===== src/hw/rtl/stpramp_pkg.sv =====
// Shared constants, codes and controller/datapath interface types for the stepper ramp generator.
package stpramp_pkg;

   localparam int DELAY_BITS   = 16;
   localparam int COUNT_BITS   = 24;
   localparam int RAMP_BITS    = 16;
   localparam int ACTION_BITS  = 3;
   localparam int CMP_BITS     = (COUNT_BITS > RAMP_BITS + 1) ? COUNT_BITS : RAMP_BITS + 1;
   localparam int NXT_BITS     = DELAY_BITS + 2;
   localparam int DIV_CNT_BITS = $clog2(DELAY_BITS);

   localparam int REQ_FIELD_BITS = ACTION_BITS + DELAY_BITS + COUNT_BITS;
   localparam int REQ_DATA_BITS  = ((REQ_FIELD_BITS + 7) / 8) * 8;
   localparam int RSP_DATA_BITS  = 8;

   localparam int CSR_ADDR_BITS = 3;
   localparam int CSR_DATA_BITS = 32;

   localparam logic [DELAY_BITS-1:0] BASE_DELAY_RST  = DELAY_BITS'(1000);
   localparam logic [RAMP_BITS-1:0]  RAMP_PULSES_RST = RAMP_BITS'(200);

   // register indexes
   localparam logic REG_BASE_DELAY  = 1'b0;
   localparam logic REG_RAMP_PULSES = 1'b1;

   // action codes
   localparam logic [ACTION_BITS-1:0] ACT_TICK  = 3'd0;
   localparam logic [ACTION_BITS-1:0] ACT_FWD   = 3'd1;
   localparam logic [ACTION_BITS-1:0] ACT_BWD   = 3'd2;
   localparam logic [ACTION_BITS-1:0] ACT_LEFT  = 3'd3;
   localparam logic [ACTION_BITS-1:0] ACT_RIGHT = 3'd4;

   // direction pins {left, right}
   localparam logic [1:0] DIR_FWD   = 2'b10;
   localparam logic [1:0] DIR_BWD   = 2'b01;
   localparam logic [1:0] DIR_LEFT  = 2'b00;
   localparam logic [1:0] DIR_RIGHT = 2'b11;

   // segment indexes
   localparam logic [1:0] SEG_ACCEL  = 2'd0;
   localparam logic [1:0] SEG_CRUISE = 2'd1;
   localparam logic [1:0] SEG_DECEL  = 2'd2;

   typedef struct packed {
      logic tick;        // tick taken while a move runs
      logic start_move;  // latch a move command, seed the divider
      logic div_step;    // one quotient bit
      logic load_first;  // load accel segment, arm first tick
      logic load_next;   // advance to next segment
      logic pulse;       // emit a step, advance the delay
      logic finish;      // end the move
   } dp_cmd_type;

   typedef struct packed {
      logic       moving;
      logic       tick_due;   // countdown reaches zero on this tick
      logic       seg_empty;
      logic       last_seg;
      logic       div_last;
      logic [1:0] dir;        // {left, right}
   } dp_stat_type;

endpackage


===== src/hw/rtl/stepper_trapezoid_ramp_generator_unit.sv =====
// Top level of the two-wheel stepper trapezoid ramp generator.
//
//  Channel   Ports               Direction   Carries
//  --------  ------------------  ----------  -----------------------------------------
//  request   req_t*              in          tick or move command, one per transfer
//  response  rsp_t*              out         step/dir/busy/done/rejected, one per request
//  config    csr_p*              in/out      base_delay (0x0), ramp_pulses (0x4)
//
// Sequencing: a tick is accepted and then its result is registered; a tick on
// which an event falls due first visits the event state, which repeats for
// each empty segment skipped. A move command runs through the divide, load and
// result states: the per-move step size comes out of a restoring divider giving
// one quotient bit per cycle. A rejected command goes straight to result.
// Reset: synchronous, active high; idle, direction pins forward, registers at
// their defaults. No clearing pass.
// Stalls: the result register holds while rsp_tready is low; the next request
// is taken meanwhile and its result waits until the register frees up.
module stepper_trapezoid_ramp_generator_unit (
   input  logic                                   clock,
   input  logic                                   reset,
   // request: [2:0] action, [18:3] target_delay, [42:19] pulse_count, rest zero
   input  logic                                   req_tvalid,
   output logic                                   req_tready,
   input  logic [stpramp_pkg::REQ_DATA_BITS-1:0]  req_tdata,
   // response: [0] step, [1] right_dir, [2] left_dir, [3] busy_res,
   //           [4] done_res, [5] rejected, [7:6] zero
   output logic                                   rsp_tvalid,
   input  logic                                   rsp_tready,
   output logic [stpramp_pkg::RSP_DATA_BITS-1:0]  rsp_tdata,
   // configuration
   input  logic                                   csr_psel,
   input  logic                                   csr_penable,
   input  logic                                   csr_pwrite,
   input  logic [stpramp_pkg::CSR_ADDR_BITS-1:0]  csr_paddr,
   input  logic [stpramp_pkg::CSR_DATA_BITS-1:0]  csr_pwdata,
   output logic [stpramp_pkg::CSR_DATA_BITS-1:0]  csr_prdata,
   output logic                                   csr_pready
);

   localparam int AB = stpramp_pkg::ACTION_BITS;
   localparam int DB = stpramp_pkg::DELAY_BITS;
   localparam int CB = stpramp_pkg::COUNT_BITS;

   logic [AB-1:0]                     action;
   logic [DB-1:0]                     target_delay;
   logic [CB-1:0]                     pulse_count;
   logic [DB-1:0]                     base_delay;
   logic [stpramp_pkg::RAMP_BITS-1:0] ramp_pulses;
   stpramp_pkg::dp_cmd_type           cmd;
   stpramp_pkg::dp_stat_type          stat;

   // unpack request fields
   assign action       = req_tdata[AB-1:0];
   assign target_delay = req_tdata[AB+DB-1:AB];
   assign pulse_count  = req_tdata[AB+DB+CB-1:AB+DB];

   stpramp_csr u_csr (
      .clock       (clock),
      .reset       (reset),
      .csr_psel    (csr_psel),
      .csr_penable (csr_penable),
      .csr_pwrite  (csr_pwrite),
      .csr_paddr   (csr_paddr),
      .csr_pwdata  (csr_pwdata),
      .csr_prdata  (csr_prdata),
      .csr_pready  (csr_pready),
      .base_delay  (base_delay),
      .ramp_pulses (ramp_pulses)
   );

   stpramp_ctrl u_ctrl (
      .clock      (clock),
      .reset      (reset),
      .req_tvalid (req_tvalid),
      .req_tready (req_tready),
      .action     (action),
      .rsp_tvalid (rsp_tvalid),
      .rsp_tready (rsp_tready),
      .rsp_tdata  (rsp_tdata),
      .cmd        (cmd),
      .stat       (stat)
   );

   stpramp_dpath u_dpath (
      .clock        (clock),
      .reset        (reset),
      .cmd          (cmd),
      .stat         (stat),
      .action       (action),
      .target_delay (target_delay),
      .pulse_count  (pulse_count),
      .base_delay   (base_delay),
      .ramp_pulses  (ramp_pulses)
   );

endmodule


===== src/hw/rtl/stpramp_csr.sv =====
// APB-style register file: base_delay and ramp_pulses.
module stpramp_csr (
   input  logic                                   clock,
   input  logic                                   reset,
   input  logic                                   csr_psel,
   input  logic                                   csr_penable,
   input  logic                                   csr_pwrite,
   input  logic [stpramp_pkg::CSR_ADDR_BITS-1:0]  csr_paddr,
   input  logic [stpramp_pkg::CSR_DATA_BITS-1:0]  csr_pwdata,
   output logic [stpramp_pkg::CSR_DATA_BITS-1:0]  csr_prdata,
   output logic                                   csr_pready,
   output logic [stpramp_pkg::DELAY_BITS-1:0]     base_delay,
   output logic [stpramp_pkg::RAMP_BITS-1:0]      ramp_pulses
);

   logic [stpramp_pkg::DELAY_BITS-1:0] base_delay_ff, base_delay_in;
   logic [stpramp_pkg::RAMP_BITS-1:0]  ramp_pulses_ff, ramp_pulses_in;
   logic                               wr_en;
   logic                               reg_sel;

   assign csr_pready = 1'b1;
   assign wr_en      = csr_psel & csr_penable & csr_pwrite & csr_pready;
   assign reg_sel    = csr_paddr[2];

   always_comb begin
      base_delay_in  = base_delay_ff;
      ramp_pulses_in = ramp_pulses_ff;
      if (wr_en) begin
         case (reg_sel)
            stpramp_pkg::REG_BASE_DELAY: begin
               base_delay_in = csr_pwdata[stpramp_pkg::DELAY_BITS-1:0];
            end
            stpramp_pkg::REG_RAMP_PULSES: begin
               ramp_pulses_in = csr_pwdata[stpramp_pkg::RAMP_BITS-1:0];
            end
            default: begin
            end
         endcase
      end
   end

   always_comb begin
      case (reg_sel)
         stpramp_pkg::REG_BASE_DELAY: begin
            csr_prdata = stpramp_pkg::CSR_DATA_BITS'(base_delay_ff);
         end
         stpramp_pkg::REG_RAMP_PULSES: begin
            csr_prdata = stpramp_pkg::CSR_DATA_BITS'(ramp_pulses_ff);
         end
         default: begin
            csr_prdata = '0;
         end
      endcase
   end

   always_ff @(posedge clock) begin
      if (reset) begin
         base_delay_ff  <= stpramp_pkg::BASE_DELAY_RST;
         ramp_pulses_ff <= stpramp_pkg::RAMP_PULSES_RST;
      end else begin
         base_delay_ff  <= base_delay_in;
         ramp_pulses_ff <= ramp_pulses_in;
      end
   end

   assign base_delay  = base_delay_ff;
   assign ramp_pulses = ramp_pulses_ff;

endmodule


===== src/hw/rtl/stpramp_dpath.sv =====
// Move datapath: segment state, delay stepping, tick countdown and serial divider.
module stpramp_dpath (
   input  logic                                  clock,
   input  logic                                  reset,
   input  stpramp_pkg::dp_cmd_type               cmd,
   output stpramp_pkg::dp_stat_type              stat,
   input  logic [stpramp_pkg::ACTION_BITS-1:0]   action,
   input  logic [stpramp_pkg::DELAY_BITS-1:0]    target_delay,
   input  logic [stpramp_pkg::COUNT_BITS-1:0]    pulse_count,
   input  logic [stpramp_pkg::DELAY_BITS-1:0]    base_delay,
   input  logic [stpramp_pkg::RAMP_BITS-1:0]     ramp_pulses
);

   localparam int DB = stpramp_pkg::DELAY_BITS;
   localparam int CB = stpramp_pkg::COUNT_BITS;
   localparam int RB = stpramp_pkg::RAMP_BITS;
   localparam int MB = stpramp_pkg::CMP_BITS;
   localparam int NB = stpramp_pkg::NXT_BITS;
   localparam int KB = stpramp_pkg::DIV_CNT_BITS;

   // control state
   logic          moving_ff, moving_in;
   logic [1:0]    dir_ff, dir_in;
   logic [1:0]    seg_idx_ff, seg_idx_in;
   // payload state
   logic [CB-1:0] pulses_left_ff, pulses_left_in;
   logic [DB-1:0] start_ff, start_in;
   logic [DB-1:0] end_ff, end_in;
   logic [DB-1:0] cur_ff, cur_in;
   logic [DB-1:0] step_mag_ff, step_mag_in;
   logic          step_neg_ff, step_neg_in;
   logic          ramping_ff, ramping_in;
   logic [DB-1:0] cd_ff, cd_in;
   logic [DB-1:0] cruise_ff, cruise_in;
   logic [DB-1:0] idle_lat_ff, idle_lat_in;
   logic [RB-1:0] ramp_len_ff, ramp_len_in;
   logic [CB-1:0] cruise_len_ff, cruise_len_in;
   logic [DB-1:0] mag0_ff, mag0_in;
   logic [DB-1:0] quo_ff, quo_in;
   logic [RB-1:0] rem_ff, rem_in;
   logic [KB-1:0] div_cnt_ff, div_cnt_in;

   // command decode helpers
   logic [MB-1:0] pls_ext, twice_ext, cruise_len_ext;
   logic          short_move;
   logic [RB:0]   trial;
   logic          trial_ge;
   logic [RB:0]   trial_sub;
   logic [1:0]    load_k;
   logic          do_load;
   logic signed [NB-1:0] cur_s, mag_s, nxt_s, lo_s, hi_s;
   logic          nxt_out;

   assign pls_ext        = MB'(pulse_count);
   assign twice_ext      = MB'({ramp_pulses, 1'b0});
   assign short_move     = pls_ext < twice_ext;
   assign cruise_len_ext = pls_ext - twice_ext;

   assign trial     = {rem_ff, quo_ff[DB-1]};
   assign trial_ge  = trial >= {1'b0, ramp_len_ff};
   assign trial_sub = trial - {1'b0, ramp_len_ff};

   assign do_load = cmd.load_first | cmd.load_next;
   assign load_k  = cmd.load_first ? stpramp_pkg::SEG_ACCEL : 2'(seg_idx_ff + 2'd1);

   assign cur_s   = signed'(NB'(cur_ff));
   assign mag_s   = signed'(NB'(step_mag_ff));
   assign nxt_s   = step_neg_ff ? (cur_s + mag_s) : (cur_s - mag_s);
   assign lo_s    = (start_ff <= end_ff) ? signed'(NB'(start_ff)) : signed'(NB'(end_ff));
   assign hi_s    = (start_ff <= end_ff) ? signed'(NB'(end_ff)) : signed'(NB'(start_ff));
   assign nxt_out = (nxt_s < lo_s) || (nxt_s > hi_s);

   always_comb begin
      moving_in      = moving_ff;
      dir_in         = dir_ff;
      seg_idx_in     = seg_idx_ff;
      pulses_left_in = pulses_left_ff;
      start_in       = start_ff;
      end_in         = end_ff;
      cur_in         = cur_ff;
      step_mag_in    = step_mag_ff;
      step_neg_in    = step_neg_ff;
      ramping_in     = ramping_ff;
      cd_in          = cd_ff;
      cruise_in      = cruise_ff;
      idle_lat_in    = idle_lat_ff;
      ramp_len_in    = ramp_len_ff;
      cruise_len_in  = cruise_len_ff;
      mag0_in        = mag0_ff;
      quo_in         = quo_ff;
      rem_in         = rem_ff;
      div_cnt_in     = div_cnt_ff;

      if (cmd.start_move) begin
         case (action)
            stpramp_pkg::ACT_BWD:   dir_in = stpramp_pkg::DIR_BWD;
            stpramp_pkg::ACT_LEFT:  dir_in = stpramp_pkg::DIR_LEFT;
            stpramp_pkg::ACT_RIGHT: dir_in = stpramp_pkg::DIR_RIGHT;
            default:                dir_in = stpramp_pkg::DIR_FWD;
         endcase
         cruise_in   = target_delay;
         idle_lat_in = base_delay;
         if (short_move) begin
            ramp_len_in   = RB'(pls_ext >> 1);
            cruise_len_in = '0;
         end else begin
            ramp_len_in   = ramp_pulses;
            cruise_len_in = CB'(cruise_len_ext);
         end
         // divider seeded with |idle - cruise|
         quo_in     = (base_delay >= target_delay) ? (base_delay - target_delay)
                                                   : (target_delay - base_delay);
         rem_in     = '0;
         div_cnt_in = '0;
      end

      if (cmd.div_step) begin
         quo_in     = {quo_ff[DB-2:0], trial_ge};
         rem_in     = trial_ge ? RB'(trial_sub) : RB'(trial);
         div_cnt_in = KB'(div_cnt_ff + KB'(1));
      end

      if (cmd.load_first) begin
         // zero divisor or zero quotient falls back to a unit step
         mag0_in   = (quo_ff == '0 || ramp_len_ff == '0) ? DB'(1) : quo_ff;
         cd_in     = DB'(1);
         moving_in = 1'b1;
      end

      if (do_load) begin
         seg_idx_in     = load_k;
         pulses_left_in = (load_k == stpramp_pkg::SEG_CRUISE) ? cruise_len_ff
                                                               : CB'(ramp_len_ff);
         start_in       = (load_k == stpramp_pkg::SEG_ACCEL) ? idle_lat_ff : cruise_ff;
         end_in         = (load_k == stpramp_pkg::SEG_DECEL) ? idle_lat_ff : cruise_ff;
         cur_in         = start_in;
         ramping_in     = 1'b1;
         case (load_k)
            stpramp_pkg::SEG_ACCEL: begin
               step_neg_in = idle_lat_ff < cruise_ff;
               step_mag_in = (quo_ff == '0 || ramp_len_ff == '0) ? DB'(1) : quo_ff;
            end
            stpramp_pkg::SEG_DECEL: begin
               step_neg_in = cruise_ff < idle_lat_ff;
               step_mag_in = mag0_ff;
            end
            default: begin
               step_neg_in = 1'b0;
               step_mag_in = DB'(1);
            end
         endcase
      end

      if (cmd.tick) begin
         cd_in = (cd_ff != '0) ? DB'(cd_ff - DB'(1)) : '0;
      end

      if (cmd.pulse) begin
         cd_in          = ramping_ff ? cur_ff : end_ff;
         pulses_left_in = CB'(pulses_left_ff - CB'(1));
         if (ramping_ff) begin
            if (nxt_out) begin
               ramping_in = 1'b0;
            end else begin
               cur_in = DB'(nxt_s);
            end
         end
      end

      if (cmd.finish) begin
         moving_in = 1'b0;
      end
   end

   always_ff @(posedge clock) begin
      if (reset) begin
         moving_ff  <= 1'b0;
         dir_ff     <= stpramp_pkg::DIR_FWD;
         seg_idx_ff <= stpramp_pkg::SEG_ACCEL;
      end else begin
         moving_ff  <= moving_in;
         dir_ff     <= dir_in;
         seg_idx_ff <= seg_idx_in;
      end
   end

   always_ff @(posedge clock) begin
      pulses_left_ff <= pulses_left_in;
      start_ff       <= start_in;
      end_ff         <= end_in;
      cur_ff         <= cur_in;
      step_mag_ff    <= step_mag_in;
      step_neg_ff    <= step_neg_in;
      ramping_ff     <= ramping_in;
      cd_ff          <= cd_in;
      cruise_ff      <= cruise_in;
      idle_lat_ff    <= idle_lat_in;
      ramp_len_ff    <= ramp_len_in;
      cruise_len_ff  <= cruise_len_in;
      mag0_ff        <= mag0_in;
      quo_ff         <= quo_in;
      rem_ff         <= rem_in;
      div_cnt_ff     <= div_cnt_in;
   end

   assign stat.moving    = moving_ff;
   assign stat.tick_due  = cd_ff <= DB'(1);
   assign stat.seg_empty = pulses_left_ff == '0;
   assign stat.last_seg  = seg_idx_ff >= stpramp_pkg::SEG_DECEL;
   assign stat.div_last  = div_cnt_ff == KB'(DB - 1);
   assign stat.dir       = dir_ff;

endmodule


===== src/hw/rtl/stpramp_ctrl.sv =====
// Sequencing state machine, stream handshakes and result register.
module stpramp_ctrl (
   input  logic                                   clock,
   input  logic                                   reset,
   input  logic                                   req_tvalid,
   output logic                                   req_tready,
   input  logic [stpramp_pkg::ACTION_BITS-1:0]    action,
   output logic                                   rsp_tvalid,
   input  logic                                   rsp_tready,
   output logic [stpramp_pkg::RSP_DATA_BITS-1:0]  rsp_tdata,
   output stpramp_pkg::dp_cmd_type                cmd,
   input  stpramp_pkg::dp_stat_type               stat
);

   typedef enum logic [4:0] {
      ST_IDLE   = 5'b00001,
      ST_DIVIDE = 5'b00010,
      ST_LOAD   = 5'b00100,
      ST_EVENT  = 5'b01000,
      ST_RESULT = 5'b10000
   } state_type;

   state_type state_ff, state_in;
   logic      step_ff, step_in;
   logic      done_ff, done_in;
   logic      rej_ff, rej_in;
   logic      rsp_valid_ff, rsp_valid_in;
   logic [stpramp_pkg::RSP_DATA_BITS-1:0] rsp_data_ff, rsp_data_in;
   logic      accept;
   logic      is_tick;
   logic      out_free;

   assign req_tready = state_ff == ST_IDLE;
   assign accept     = req_tvalid & req_tready;
   assign is_tick    = action == stpramp_pkg::ACT_TICK;
   assign out_free   = ~rsp_valid_ff | rsp_tready;

   always_comb begin
      state_in     = state_ff;
      step_in      = step_ff;
      done_in      = done_ff;
      rej_in       = rej_ff;
      rsp_valid_in = rsp_valid_ff & ~rsp_tready;
      rsp_data_in  = rsp_data_ff;
      cmd          = '0;

      case (state_ff)
         ST_IDLE: begin
            if (accept) begin
               step_in = 1'b0;
               done_in = 1'b0;
               rej_in  = 1'b0;
               if (is_tick) begin
                  cmd.tick = stat.moving;
                  state_in = (stat.moving && stat.tick_due) ? ST_EVENT : ST_RESULT;
               end else if (stat.moving) begin
                  rej_in   = 1'b1;
                  state_in = ST_RESULT;
               end else begin
                  cmd.start_move = 1'b1;
                  state_in       = ST_DIVIDE;
               end
            end
         end
         ST_DIVIDE: begin
            cmd.div_step = 1'b1;
            if (stat.div_last) begin
               state_in = ST_LOAD;
            end
         end
         ST_LOAD: begin
            cmd.load_first = 1'b1;
            state_in       = ST_RESULT;
         end
         ST_EVENT: begin
            // empty segments are skipped one per cycle
            if (stat.seg_empty) begin
               if (stat.last_seg) begin
                  cmd.finish = 1'b1;
                  done_in    = 1'b1;
                  state_in   = ST_RESULT;
               end else begin
                  cmd.load_next = 1'b1;
               end
            end else begin
               cmd.pulse = 1'b1;
               step_in   = 1'b1;
               state_in  = ST_RESULT;
            end
         end
         ST_RESULT: begin
            if (out_free) begin
               rsp_valid_in = 1'b1;
               rsp_data_in  = {2'b00, rej_ff, done_ff, stat.moving,
                               stat.dir[1], stat.dir[0], step_ff};
               state_in     = ST_IDLE;
            end
         end
         default: begin
            state_in = ST_IDLE;
         end
      endcase
   end

   always_ff @(posedge clock) begin
      if (reset) begin
         state_ff     <= ST_IDLE;
         rsp_valid_ff <= 1'b0;
      end else begin
         state_ff     <= state_in;
         rsp_valid_ff <= rsp_valid_in;
      end
   end

   always_ff @(posedge clock) begin
      step_ff     <= step_in;
      done_ff     <= done_in;
      rej_ff      <= rej_in;
      rsp_data_ff <= rsp_data_in;
   end

   assign rsp_tvalid = rsp_valid_ff;
   assign rsp_tdata  = rsp_data_ff;

endmodule


===== config.mk =====
export PLATFORM = sky130hd
export DESIGN_NAME = stepper_trapezoid_ramp_generator_unit
export DESIGN_NICKNAME = d
export VERILOG_FILES = /design/src/hw/rtl/stpramp_pkg.sv /design/src/hw/rtl/stepper_trapezoid_ramp_generator_unit.sv /design/src/hw/rtl/stpramp_csr.sv /design/src/hw/rtl/stpramp_dpath.sv /design/src/hw/rtl/stpramp_ctrl.sv
export SDC_FILE = /design/constraint.sdc
export NUM_CORES = 1
export LEC_CHECK = 0
export ABC_CLOCK_PERIOD_IN_PS = 5600
export BUFFER_PORTS_ARGS = -buffer_cell sky130_fd_sc_hd__buf_2
export CAP_MARGIN = 20
export CORE_MARGIN = 3
export CORE_UTILIZATION = 62
export CTS_CLUSTER_DIAMETER = 80
export CTS_CLUSTER_SIZE = 12
export DETAILED_ROUTE_END_ITERATION = 16
export GPL_ROUTABILITY_DRIVEN = 0
export HOLD_SLACK_MARGIN = 0.03
export PLACE_DENSITY = 0.93
export SETUP_SLACK_MARGIN = 0.5
export SLEW_MARGIN = 20
export SYNTH_ARGS = -nofsm -noshare
export SYNTH_HDL_FRONTEND = slang
export SYNTH_SLANG_ARGS = --single-unit

===== constraint.sdc =====
create_clock -name clock -period 5.6 [get_ports clock]
set_input_delay 1.12 -clock clock [delete_from_list [all_inputs] [get_ports clock]]
set_output_delay 1.12 -clock clock [all_outputs]
set_load 0.02 [all_outputs]

==> impl_metrics.csv <==
group,metric,value,unit
status,outcome,"finished clean",
synth,ys.flop_type,"edfxtp_1",
route,wl,50000,um
clock_network,postCtsHoldBufs,0,
synth,synth_area,0.0187,sq mm
placement,place_hpwl,36600,um
setup_path,start_kind,"register",
synth,synth-compound-area-share,15.0,%
clock_network,clock_sinks,282,
synth,ys_seq_area_share,42.1,%
synth,yosys.area_share.simple,13.8,%
layout,syn_to_final_growth,8.00,%
floorplan,start_util,64.0,%
sta,setup-violations-final,0,
clock_network,clk_pin_slew,0.07,ns
synth,synth_top_family_by_area,"compound AO/OA/AOI/OAI gates",
global_routing,grt.total_usage,29.5,%
clock_network,cts_max_path_buffers,3,
floorplan,ios,133,
route,drtIter0Drc,2033,
setup_path,cp-end-kind,"register",
route,vias_per_cell,6.55,
clock_network,cts_tree,"done",
route,wl_per_cell,21.1,um
floorplan,die_w,180,um
floorplan,core_region_area,0.0292,sq mm
power,powerDensity,293,mW/mm^2
route,vias,15600,
floorplan,std_cell_rows,62,
clock_network,clk_latency,0.56,ns
power,p_leak,8.45,nW
synth,yosys-mux-area-fraction,8.05,%
hold_path,holdCritPathClass,"reg2reg",
layout,final_cells,2374,
clock_network,cts_buffers,27,
layout,final_common_cell,"edfxtp_1",
global_routing,grt_max_degree,60,
synth,syn_inst,1910,
setup_path,arrival,5.25,ns
sta,fin_tns_setup,0,ns
sta,max_freq,208,MHz
sta,layout_worst_path_cycle_share,85.8,%
clock_network,cts_max_level,1,
power,ir_drop,0.216,mV
setup_path,required,6.04,ns
route,drcViolationCount,0,
sta,hold_violations,0,
sta,fin_crit,4.81,ns
setup_path,setup.worst_path.class,"reg2reg",
clock_network,ctsRootBufferMaster,"clkbuf_16",
global_routing,grt_pass1_vias,15100,
synth,synthDistinctLibCells,75,
synth,synth_area_per_cell,9.79,sq um
route,drtAntennaViolNets,0,
setup_path,critPathMaxFanout,16,
global_routing,overflow,0,
synth,synth_enable_flop_cells,222,
route,drtPass1Iterations,6,
synth,synth_fa_ha_area_share,11.5,%
sta,slew_violations,0,
placement,port_buffers,90,
layout,layout.cells.most_common_list,"edfxtp_1, inv_1, ha_1",
sta,slew_headroom,28.5,%
global_routing,grt_pass1_wl,78700,um
sta,rsz0062_at_grt,"no",
sta,skew,0.0129,ns
synth,synth_seq_cells,282,
global_routing,antenna_found_initial,1,
layout,drive_gt1_share,10.7,%
floorplan,dieHeight,180,um
floorplan,die_area,0.0323,sq mm
run,cap_violations,0,
layout,fillers,1887,
synth,synthArstFlopShare,0,%
sta,worstMarginPinSlew,1.07,ns
synth,synth_xor_area_share,3.70,%
layout,layout.nets,2227,
synth,yosys_warnings,0,
placement,dp_cells,2322,
layout,reg_top3,"u_dpath.cruise_len_ff (24), u_dpath.pulses_left_ff (24)",
[worst max-delay path: stages (launching register included)]
cell and delay [ns]:
edfxtp_1 0.45, inv_1 0.09, ha_1 0.32, a21o_1 0.18, a21o_1 0.17, a21oi_1 0.14, o21ai_0 0.14, o31a_2 0.57
mux2i_1 0.19, ha_1 0.31, a21o_1 0.16, a21o_1 0.16, a21oi_1 0.14, o21ai_0 0.15, a221o_1 0.37, a221oi_2 0.31
o21ai_1 0.14, nand4_1 0.12, buf_4 0.22, mux2_2 0.36
[cells in the mapped netlist (7+ instances only)]
cell / instances / area share (%)
mux2_2: 41 / 2.5
edfxtp_1: 222 / 36
inv_1: 165 / 3.3
nand3b_1: 7 / 0.28
or3_1: 13 / 0.43
nor2_1: 139 / 2.8
o22ai_1: 16 / 0.54
nand4_1: 25 / 0.84
o31ai_1: 9 / 0.36
o21ai_0: 114 / 3.1
nand2b_1: 16 / 0.54
buf_2: 7 / 0.19
a31oi_1: 10 / 0.33
nand2_1: 149 / 3.0
a22o_1: 16 / 0.75
a211oi_1: 13 / 0.52
and3_1: 26 / 0.87
nor3_1: 39 / 1.0
dfxtp_1: 60 / 6.4
a211o_1: 12 / 0.56
a21o_1: 37 / 1.5
nand3_1: 30 / 0.80
and2_1: 7 / 0.23
xnor2_1: 52 / 2.4
buf_4: 19 / 0.76
ha_1: 163 / 11
o21a_1: 22 / 0.88
mux2i_1: 93 / 5.0
clkbuf_1: 62 / 1.2
a21oi_1: 132 / 3.5
mux2_1: 10 / 0.60
nor4_1: 25 / 0.84
nor2b_1: 28 / 0.94
o31a_1: 8 / 0.37
xor2_1: 27 / 1.3
[cell families after synthesis]
logic type / after synthesis
XOR/XNOR: 79
buffers and inverters: 262
AO/OA/AOI/OAI: 446
multiplexers: 144
adder cells (fa/ha/maj): 169
AND/OR/NAND/NOR: 526
other: 2
flip-flops: 282
[where the power goes]
part | leakage (nW) | switching [mW] | total [mW] | internal (mW)
Combinational | 5.57 | 0.936 | 1.56 | 0.623
Sequential | 2.52 | 0.160 | 2.65 | 2.49
Clock | 0.366 | 0.806 | 1.71 | 0.907
Total | 8.45 | 1.90 | 5.92 | 4.02
[final timing paths]
path                                    start                       endpoint  slack, ns  cells after the start
hold / removal       u_ctrl.done_ff$_DFFE_PP_  u_ctrl.rsp_tdata[4]$_DFFE_PP_       0.42                      0
hold reg to reg      u_ctrl.done_ff$_DFFE_PP_  u_ctrl.rsp_tdata[4]$_DFFE_PP_       0.42                      0
setup reg to reg  u_dpath.end_ff[9]$_DFFE_PN_      u_dpath.cur_ff[1]$_DFF_P_       0.79                     19
setup / recovery  u_dpath.end_ff[9]$_DFFE_PN_      u_dpath.cur_ff[1]$_DFF_P_       0.79                     19
[stage by stage]
stage	instance area, sq um	power [mW]	worst slack, ns	hold WS (ns)	utilization (%)
after floorplan	18800	3.72	0.904	0.400	-
after global placement	19400	4.03	0.614	0.404	66.3
after detailed placement	19400	4.14	0.451	0.409	66.3
after CTS	20200	5.85	0.659	0.420	69.0
after global routing	20200	6.15	0.481	0.429	69.1
final	20200	5.92	0.794	0.421	69.1
[per-layer routing]
metal  routed length [um]  up-vias  GRT usage [%]
met1                19500     7417           38.2
met2                23900      957           50.6
met4                 2290        0           11.3
met5                    0        -              0
met3                 4300      182           3.86
li1                     -     6998              -
[timing repair]
item	in CTS	in global routing
gates resized for setup	1	6
gates cloned	0	0
buffers inserted	1	0
setup endpoints to repair	7	16
pin swaps	1	1
[final cells by class]
class | count | area, sq um | area share, %
Multi-Input combinational cell | 1383 | 9870 | 48.8
Sequential cell | 282 | 7870 | 38.9
Clock buffer | 48 | 754 | 3.73
Inverter | 165 | 619 | 3.07
Timing Repair Buffer | 109 | 593 | 2.94
Tap cell | 384 | 480 | 2.38
Clock inverter | 2 | 17.5 | 0.0867
Antenna cell | 1 | 2.50 | 0.0124
Power figures use the tool's default switching activity.
